<file path="src/hdl/lpdw_pkg.sv">
`timescale 1ns / 1ps

package lpdw_pkg;

  // operation codes
  localparam logic [1:0] OP_CHAR     = 2'd0;
  localparam logic [1:0] OP_UNSIGNED = 2'd1;
  localparam logic [1:0] OP_SIGNED   = 2'd2;

  // display bus constants
  localparam logic [7:0] SET_ADDR_CMD = 8'h80;
  localparam logic [7:0] ROW_OFFSET   = 8'h40;
  localparam logic [7:0] COL_MASK     = 8'h0F;
  localparam logic [7:0] ASCII_ZERO   = 8'h30;
  localparam logic [7:0] ASCII_MINUS  = 8'h2D;

  // register select codes
  localparam logic RS_COMMAND = 1'b0;
  localparam logic RS_DATA    = 1'b1;

  // number format
  localparam int unsigned VALUE_W    = 16;
  localparam int unsigned BCD_DIGITS = 5;
  localparam int unsigned BCD_W      = 4 * BCD_DIGITS;
  localparam int unsigned BITCNT_W   = $clog2(VALUE_W);

  typedef enum logic [4:0] {
    ST_IDLE  = 5'b00001,
    ST_CONV  = 5'b00010,
    ST_ADDR  = 5'b00100,
    ST_SIGN  = 5'b01000,
    ST_DIGIT = 5'b10000
  } state_t;

endpackage

</file>
<file path="src/hdl/lcd_positioned_decimal_writer.sv">
`timescale 1ns / 1ps
// a character item is accepted in idle, then the address state writes the set-address command
// and the digit state the character; number items first run a bit-serial binary to bcd
// conversion (one value bit a cycle through the shift-add-3 register), then emit up to 7 writes,
// one a cycle while the output register is free; a new item is taken only back in idle
// reset: synchronous active-low rst_n clears the sequencer and the output valid

module lcd_positioned_decimal_writer #(
  parameter int unsigned MAX_DIGITS = 5
) (
  input  logic        clk,
  input  logic        rst_n,
  // in_tdata, lowest bit up: column[7:0], row[15:8], value[31:16], digit_count[34:32], zero pad
  input  logic [39:0] in_tdata,
  // in_tuser: operation[1:0]
  input  logic [1:0]  in_tuser,
  input  logic        in_tvalid,
  output logic        in_tready,
  // out_tdata: bus_byte[7:0]
  output logic [7:0]  out_tdata,
  // out_tuser: register_select[0]
  output logic        out_tuser,
  output logic        out_tlast,
  output logic        out_tvalid,
  input  logic        out_tready
);

  import lpdw_pkg::*;

  // digit count cap, never more digits than a 16-bit value has
  localparam int unsigned CNT_CAP = (MAX_DIGITS < BCD_DIGITS) ? MAX_DIGITS : BCD_DIGITS;

  // input unpacking
  logic [7:0]         in_column;
  logic [7:0]         in_row;
  logic [VALUE_W-1:0] in_value;
  logic [2:0]         in_digit_count;
  logic [2:0]         cnt_sat;
  logic               in_neg;

  assign in_column      = in_tdata[7:0];
  assign in_row         = in_tdata[15:8];
  assign in_value       = in_tdata[31:16];
  assign in_digit_count = in_tdata[34:32];
  assign cnt_sat        = (in_digit_count > 3'(CNT_CAP)) ? 3'(CNT_CAP) : in_digit_count;
  assign in_neg         = (in_tuser == OP_SIGNED) && in_value[VALUE_W-1];

  // sequencer and item registers
  state_t              state_r, state_nxt;
  logic [1:0]          op_r;
  logic [7:0]          addr_r;
  logic [7:0]          char_r;
  logic                neg_r;
  logic [2:0]          cnt_r, cnt_nxt;
  logic [VALUE_W-1:0]  bin_r;
  logic [BCD_W-1:0]    bcd_r;
  logic [BITCNT_W-1:0] bit_cnt_r;

  // output register
  logic       out_valid_r, out_valid_nxt;
  logic [7:0] out_byte_r,  out_byte_nxt;
  logic       out_rs_r,    out_rs_nxt;
  logic       out_last_r,  out_last_nxt;

  logic             in_acc;
  logic             out_free;
  logic             emit;
  logic [BCD_W-1:0] bcd_adj;
  logic [2:0]       digit_idx;
  logic [3:0]       digit_sel;

  // no item is taken while reset is held
  assign in_tready = rst_n && (state_r == ST_IDLE);
  assign in_acc    = in_tvalid && in_tready;
  assign out_free  = !out_valid_r || out_tready;

  // add 3 to every bcd digit of 5 or more before the next shift
  always_comb begin
    for (int d = 0; d < BCD_DIGITS; d++) begin
      bcd_adj[4*d +: 4] = (bcd_r[4*d +: 4] >= 4'd5) ? bcd_r[4*d +: 4] + 4'd3
                                                     : bcd_r[4*d +: 4];
    end
  end

  assign digit_idx = cnt_r - 3'd1;
  assign digit_sel = bcd_r[4*digit_idx +: 4];

  // sequencer: in the address, sign and digit states, one write into the output register each cycle it is free
  always_comb begin
    state_nxt     = state_r;
    cnt_nxt       = cnt_r;
    emit          = 1'b0;
    out_byte_nxt  = out_byte_r;
    out_rs_nxt    = out_rs_r;
    out_last_nxt  = out_last_r;
    case (state_r)
      ST_IDLE: begin
        if (in_acc) begin
          case (in_tuser)
            OP_CHAR:                state_nxt = ST_ADDR;
            OP_UNSIGNED, OP_SIGNED: state_nxt = ST_CONV;
            default:                state_nxt = ST_IDLE;
          endcase
          cnt_nxt = cnt_sat;
        end
      end
      ST_CONV: begin
        if (bit_cnt_r == '0) state_nxt = ST_ADDR;
      end
      ST_ADDR: begin
        if (out_free) begin
          emit         = 1'b1;
          out_rs_nxt   = RS_COMMAND;
          out_byte_nxt = addr_r;
          if (op_r == OP_CHAR) begin
            out_last_nxt = 1'b0;
            state_nxt    = ST_DIGIT;
          end else if (neg_r) begin
            out_last_nxt = 1'b0;
            state_nxt    = ST_SIGN;
          end else begin
            out_last_nxt = (cnt_r == 3'd0);
            state_nxt    = (cnt_r == 3'd0) ? ST_IDLE : ST_DIGIT;
          end
        end
      end
      ST_SIGN: begin
        if (out_free) begin
          emit         = 1'b1;
          out_rs_nxt   = RS_DATA;
          out_byte_nxt = ASCII_MINUS;
          out_last_nxt = (cnt_r == 3'd0);
          state_nxt    = (cnt_r == 3'd0) ? ST_IDLE : ST_DIGIT;
        end
      end
      ST_DIGIT: begin
        if (out_free) begin
          emit       = 1'b1;
          out_rs_nxt = RS_DATA;
          if (op_r == OP_CHAR) begin
            out_byte_nxt = char_r;
            out_last_nxt = 1'b1;
            state_nxt    = ST_IDLE;
          end else begin
            // most significant requested digit first
            out_byte_nxt = ASCII_ZERO | {4'd0, digit_sel};
            out_last_nxt = (cnt_r == 3'd1);
            cnt_nxt      = cnt_r - 3'd1;
            if (cnt_r == 3'd1) state_nxt = ST_IDLE;
          end
        end
      end
      default: state_nxt = ST_IDLE;
    endcase
  end

  always_comb begin
    out_valid_nxt = out_valid_r;
    if (emit)            out_valid_nxt = 1'b1;
    else if (out_tready) out_valid_nxt = 1'b0;
  end

  // control registers
  always_ff @(posedge clk) begin
    if (!rst_n) begin
      state_r     <= ST_IDLE;
      out_valid_r <= 1'b0;
    end else begin
      state_r     <= state_nxt;
      out_valid_r <= out_valid_nxt;
    end
  end

  // payload registers
  always_ff @(posedge clk) begin
    cnt_r      <= cnt_nxt;
    out_byte_r <= out_byte_nxt;
    out_rs_r   <= out_rs_nxt;
    out_last_r <= out_last_nxt;
    if (in_acc) begin
      op_r      <= in_tuser;
      addr_r    <= SET_ADDR_CMD | (in_column & COL_MASK) | (in_row[0] ? ROW_OFFSET : 8'h00);
      char_r    <= in_value[7:0];
      neg_r     <= in_neg;
      // magnitude of a negative signed value, two's complement in 16 bits
      bin_r     <= in_neg ? (~in_value + 16'd1) : in_value;
      bcd_r     <= '0;
      bit_cnt_r <= BITCNT_W'(VALUE_W - 1);
    end else if (state_r == ST_CONV) begin
      // shift one magnitude bit into the bcd register per cycle
      bcd_r     <= {bcd_adj[BCD_W-2:0], bin_r[VALUE_W-1]};
      bin_r     <= {bin_r[VALUE_W-2:0], 1'b0};
      bit_cnt_r <= bit_cnt_r - BITCNT_W'(1);
    end
  end

  assign out_tvalid = out_valid_r;
  assign out_tdata  = out_byte_r;
  assign out_tuser  = out_rs_r;
  assign out_tlast  = out_last_r;

endmodule

</file>
<file path="config.mk">
export PLATFORM = sky130hd
export DESIGN_NAME = lcd_positioned_decimal_writer
export DESIGN_NICKNAME = d
export VERILOG_FILES = /design/src/hdl/lpdw_pkg.sv /design/src/hdl/lcd_positioned_decimal_writer.sv
export SDC_FILE = /design/constraint.sdc
export NUM_CORES = 1
export LEC_CHECK = 0
export BUFFER_PORTS_ARGS = -buffer_cell sky130_fd_sc_hd__buf_2
export CORE_AREA = 4 4 128 69
export CTS_CLUSTER_SIZE = 24
export DETAILED_ROUTE_END_ITERATION = 8
export DIE_AREA = 0 0 132 73
export GPL_ROUTABILITY_DRIVEN = 0
export PLACE_DENSITY = 0.83
export SYNTH_ARGS = -nofsm -noshare
export SYNTH_HDL_FRONTEND = slang
export SYNTH_SLANG_ARGS = --single-unit
</file>
<file path="constraint.sdc">
create_clock -name clk -period 2 [get_ports clk]
set_clock_uncertainty 0.05 [all_clocks]
set_input_delay 0.4 -clock clk [delete_from_list [all_inputs] [get_ports clk]]
set_output_delay 0.4 -clock clk [all_outputs]
set_load 0.02 [all_outputs]
</file>
# Yosys cells after proc, flatten, opt, wreduce, memory -nomap -nowiden
# Cells that the tools add are included.
op_classes:
  shift: 1
  eq_ne: 16
  bitwise_logic: 2
  n_reduce_logical: 21
  order_cmp: 6
  addsub: 8
  mux: 45
op_table:
  columns: ["operator", "n"]
  rows:
  - ["2-to-1 mux 5 bit", 10]
  - ["2-to-1 mux 16 bit", 3]
  - ["2-to-1 mux 8 bit", 4]
  - ["case mux 5 bit (5 select lines)", 1]
  - ["case mux 8 bit (3 select lines)", 1]
  - ["greater-or-equal comparator 4 x 3 -> 1 bit (second input constant)", 5]
  - ["variable part select 20 x 6 -> 4 bit", 1]
  - ["adder 16 x 1 -> 16 bit (second input constant)", 1]
  - ["adder 4 x 2 -> 4 bit (second input constant)", 4]
  - ["2-to-1 mux 4 bit", 4]
  - ["NOT 16 bit", 1]
  - ["2-to-1 mux 3 bit", 5]
  - ["2-to-1 mux 1 bit", 12]
  - ["inequality test 2 bit (second input constant)", 6]
  - ["case mux 3 bit (2 select lines)", 2]
  - ["OR 8 x 7 -> 8 bit", 1]
  - ["AND reduction 4 bit", 2]
  - ["nonzero test 2 bit", 4]
  - ["2-to-1 mux 7 bit", 1]
  - ["AND reduction 6 bit", 1]
  - ["equality test 5 x 1 -> 1 bit (second input constant)", 1]
  - ["equality test 5 x 2 -> 1 bit (second input constant)", 1]
  - ["equality test 5 x 3 -> 1 bit (second input constant)", 1]
  - ["equality test 5 x 4 -> 1 bit (second input constant)", 1]
  - ["other kinds (22)", 26]
word_totals:
  inputBits: 46
  word_cells: 112
  out_inout_bits: 12
  reg_bits: 78

# Depth between registers and ports, before layout
logic_depth:
  ltp_word: 6
  ltp_mapped: 7
  depth_no_buf: 7

# Least setup slack after synthesis
# Ideal clock, no wire load.
synth_timing:
  kind: "register to register"
  start: "register state_r[1]"
  end: "register bin_r[0] (enable)"
  stages_incl_launch_ff: 6
  synth_period_minus_slack_ps: 2099
  t_arrival_ps: 1677
  setup_ps: 372
  n_path_buf: 2
  required_ps: 1578
  path_slack_ps: -99
  path_cell_list: "dfxtp_1 > buf_6 > nor4_2 > nand3_1 > clkbuf_1 > nand2_1"
synth_between:
  elab_chain_len: 4
  word_cells_on_any_way: 5
  classes_between: "2 x eq/ne; 3 x reduce/logical"
synth_rtl:
  columns: ["element", "line_no", "text"]
  rows:
  - ["start: declaration", "lcd_positioned_decimal_writer.sv:49", "state_t state_r, state_nxt;"]
  - ["start signal: assignment", "lcd_positioned_decimal_writer.sv:169", "state_r <= state_nxt;"]
  - ["equality test 5 x 1 -> 1 bit", "lcd_positioned_decimal_writer.sv:73", "assign in_tready = rst_n && (state_r == ST_IDLE);"]
  - ["logical AND 1 bit", "lcd_positioned_decimal_writer.sv:73", null]
  - ["logical AND 1 bit", "lcd_positioned_decimal_writer.sv:74", "assign in_acc = in_tvalid && in_tready;"]
  - ["nonzero test 2 bit (no source line) *", null, null]
  - ["end signal: assignment", "lcd_positioned_decimal_writer.sv:186", "bin_r <= in_neg ? (~in_value + 16'd1) : in_value;"]
  - ["end signal: assignment", "lcd_positioned_decimal_writer.sv:192", "bin_r <= {bin_r[VALUE_W-2:0], 1'b0};"]
  - ["end: declaration", "lcd_positioned_decimal_writer.sv:55", "logic [VALUE_W-1:0] bin_r;"]
# Every way passes the cells marked *; elsewhere a longest branch is shown, timed or not.
# A chain may end at the register's enable or synchronous reset.

# Worst setup path after layout
layout_timing:
  start: "register state_r[3]"
  end: "output in_tready"
layout_between:
  elab_chain_len: 2
layout_rtl:
  columns: ["element", "line_no", "text"]
  rows:
  - ["equality test 5 x 1 -> 1 bit", "lcd_positioned_decimal_writer.sv:73", null]
  - ["logical AND 1 bit", "lcd_positioned_decimal_writer.sv:73", null]
  - ["end: declaration", "lcd_positioned_decimal_writer.sv:18", "output logic in_tready,"]
# No other way between the ends.

==> results.md <==
- Status: complete, but fails checks
- Violated checks: setup timing
- Pint: 2760 uW
- Crit-path max FO: 7
- Clock Latency Late Sink: 340 ps
- Core area: 0.00774 mm2
- Power Density: 779 mW/mm2
- Seq pwr share: 47.6%
- Hold crit path type: input port to flip-flop
- HPWL Detailed: 7.02 mm
- Met1 WL: 4.50 mm
- Max Root-Sink Buffers: 2
- Most instantiated library cell after synthesis: nand2_1
- Yosys warns: 0
- Slowest CP cell: dfxtp_2
- Vias in the first global route: 3094
- CTS tree: yes
- Slew HR: 68.3%
- Post-DR vias/cell: 5.78
- CTS sink count: 75
- Gr ovfl total: 0
- Post-synth ARST share: 0%
- Worst VDD drop: 0.452 mV
- Mapped Nets: 468
- Fin nets: 532
- Largest net degree at the start of global routing: 32
- Worst R2R Path Depth: 5
- Hold_buf cts: 0
- Worst hold path depth: 1
- Mapped Area: 0.00393 mm2
- Clock power frac: 40.3%
- Post-layout util: 61.6%
- 1st-iter DRT viols: 351
- Most frequent cells after synthesis: 50 x nand2_1, 45 x edfxtp_1, 40 x o21ai_0, 38 x nor2_1, 31 x a21oi_1
- Buf/Inv on CP: 2
- Final count of hold timing violations: 0
- Top_reg_cell synth: edfxtp_1
- Rows: 23
- Antenna-violating nets left: 0
- Global-route wire length before repair: 15.5 mm
- R2R setup slack: 70 ps
- Die area: 0.00964 mm2
- H-tree levels: 3
- Required time of the critical path: 1550 ps
- Yosys cell types: 47
- IO Pins: 58
- Cells after Synth: 404
- ANT cells: 0
- RSZ-0062 raised after global routing: yes
- Area of the multi-input gates: 0.00190 mm2
- HP Start: in_tdata[2]
- CP peak stage delay: 360 ps
- Die W: 132 um
- Yosys top cell area share: 34.4%
- Fill count: 604
- Syn_area_per_cell: 9.73 um2
- Reg2reg end: out_tdata[0]
- Post-CTS setup buffers: 0
- Synth Register Bits: 75
- Die Ht: 73 um
- CTS Buf Count: 9
- Worst-path clk slew: 60 ps
- RR Startpoint: cnt_r[0]
- Final Max Tran Viols: 0
- Post-route clock period utilization: 104%
- Total stage count of the critical path: 5
- Worst EP arrival: 1620 ps
- IO buf count: 41
- Clk root buf: clkbuf_16
- Fmax: 483 MHz
- DRC violations left: 0
- Dpl ws: -151 ps
- Critical path, cell by cell: nand2b_1 -> nor4_4 -> buf_4 -> and2_1 -> buf_2
- Setup CP Type: flip-flop to output pin
- Final std cells w/o fill: 573
- Initial antenna violation count: 1
- Wire per inst: 16.8 um
- Synth-to-Final Area Change: 21.4%
- Lkg Pwr: 0.00184 uW
- Met3 wire length: 1.03 mm
- Endpoint, Worst Hold: addr_r[2]
- CP endpoint kind: output pin
- Drt pass-1 iters: 5
- Register area: 0.00196 mm2
- Seq/Total Area, Yosys: 49.7%
- Final worst setup slack: -70.5 ps
- Synth area leaders: edfxtp_1 34%, dfxtp_1 15%, ha_1 5.7%
- Power share of the combinational group: 12.1%
- Sw power: 957 uW
- Switching share of power: 25.8%
- Minimum clock period: 2070 ps
- Post-Route WL: 9.64 mm
- Starting Density: 50.8%
- Max-cap violation count: 0
- Placed cell count: 557
- DR vias: 3310
- Final setup fails: 1
- WL met2: 3.90 mm
- Worst Max-Slew Pin Slew: 471 ps
- Critical path's top delay family: simple AND/OR/NAND/NOR gates
- Top sig layer: met5
- Yosys top cell by area: edfxtp_1
- Startpoint types: flip-flop
- Total GRT Usage: 20.8%
- Layout cells sized above 1: 23.5%
- Number of flops mapped to enable cells by yosys: 45
kinds of logic (layout without fill, tap and decap cells):
kind of cell	Yosys count	after routing	synth area share, %
compound gates	100	100	14.8
mux	5	5	2.55
xor+xnor	28	28	6.24
simple gates	141	141	17.0
flops	75	75	49.7
fa+ha+maj	18	18	5.73
buf+inv	37	106	3.98
worst max-delay path by stage:
stage	startpoint	to
floorplan	state_r[1]	addr_r[0]
global placement	in_tdata[21]	bin_r[13]
detailed placement	in_tdata[21]	bin_r[12]
CTS	state_r[3]	in_tready
global route	state_r[3]	in_tready
finish	state_r[3]	in_tready
power by group through the flow:
| stage | logic, uW | registers [uW] | clock network (uW) |
|---|---|---|---|
| 6_report | 451 | 1770 | 1500 |
| 5_1_grt | 498 | 1780 | 1590 |
| 4_1_cts | 428 | 1770 | 1530 |
| 3_5_place_dp | 422 | 1800 | 0 |
| 3_3_place_gp | 402 | 1800 | 0 |
| 2_1_floorplan | 251 | 1790 | 0 |
cell type report:
class                           instances  share of cell area (%)
Sequential cell                        75                    41.1
Clock inverter                          7                    1.13
Tap cell                              100                    2.62
Timing Repair Buffer                   70                    9.13
Clock buffer                            9                    4.72
Multi-Input combinational cell        292                    39.7
Inverter                               20                    1.57
placed cells by master (no fill, tap or decap), drive strengths merged, types with 5 or more instances in the layout:
master,n
a21oi,31
buf,70
clkbuf,9
clkinv,5
dfxtp,30
edfxtp,45
ha,18
inv,20
nand2,50
nand2b,9
nand3,14
nor2,38
nor2b,5
nor4,6
o21ai,40
o22ai,7
xnor2,18
xor2,10
sequential cells by signal, indices dropped and copies added (netlist names):
signal      flops
bit_cnt_r       4
cnt_r           3
bin_r          16
char_r          8
neg_r           1
addr_r          5
bcd_r          20
out_tlast       1
out_tuser       1
out_tdata       8
op_r            2
state_r         5
out_tvalid      1
routing by layer:
metal / global-route usage, % / up-vias
met5: 0 / -
met4: 7.68 / 2
met3: 6.96 / 23
met2: 29.4 / 169
met1: 29.6 / 1542
li1: - / 1574
what timing repair did:
item | in CTS | in global routing
endpoints found under the setup margin | 9 | 70
pin swaps | 0 | 2
cloned | 0 | 0
gates resized for setup | 4 | 15
per-stage QoR:
stage                     instance area, um2  power (uW)  hold slack, ps  TNS [ps]
after floorplan                         3930        2040             408         0
after global placement                  4410        2200             427      -432
after detailed placement                4410        2220             431     -1050
after CTS                               4700        3720             170      -135
after global routing                    4770        3860             167      -154
final                                   4770        3720             182     -70.5
(Power assumes the default switching activity.)
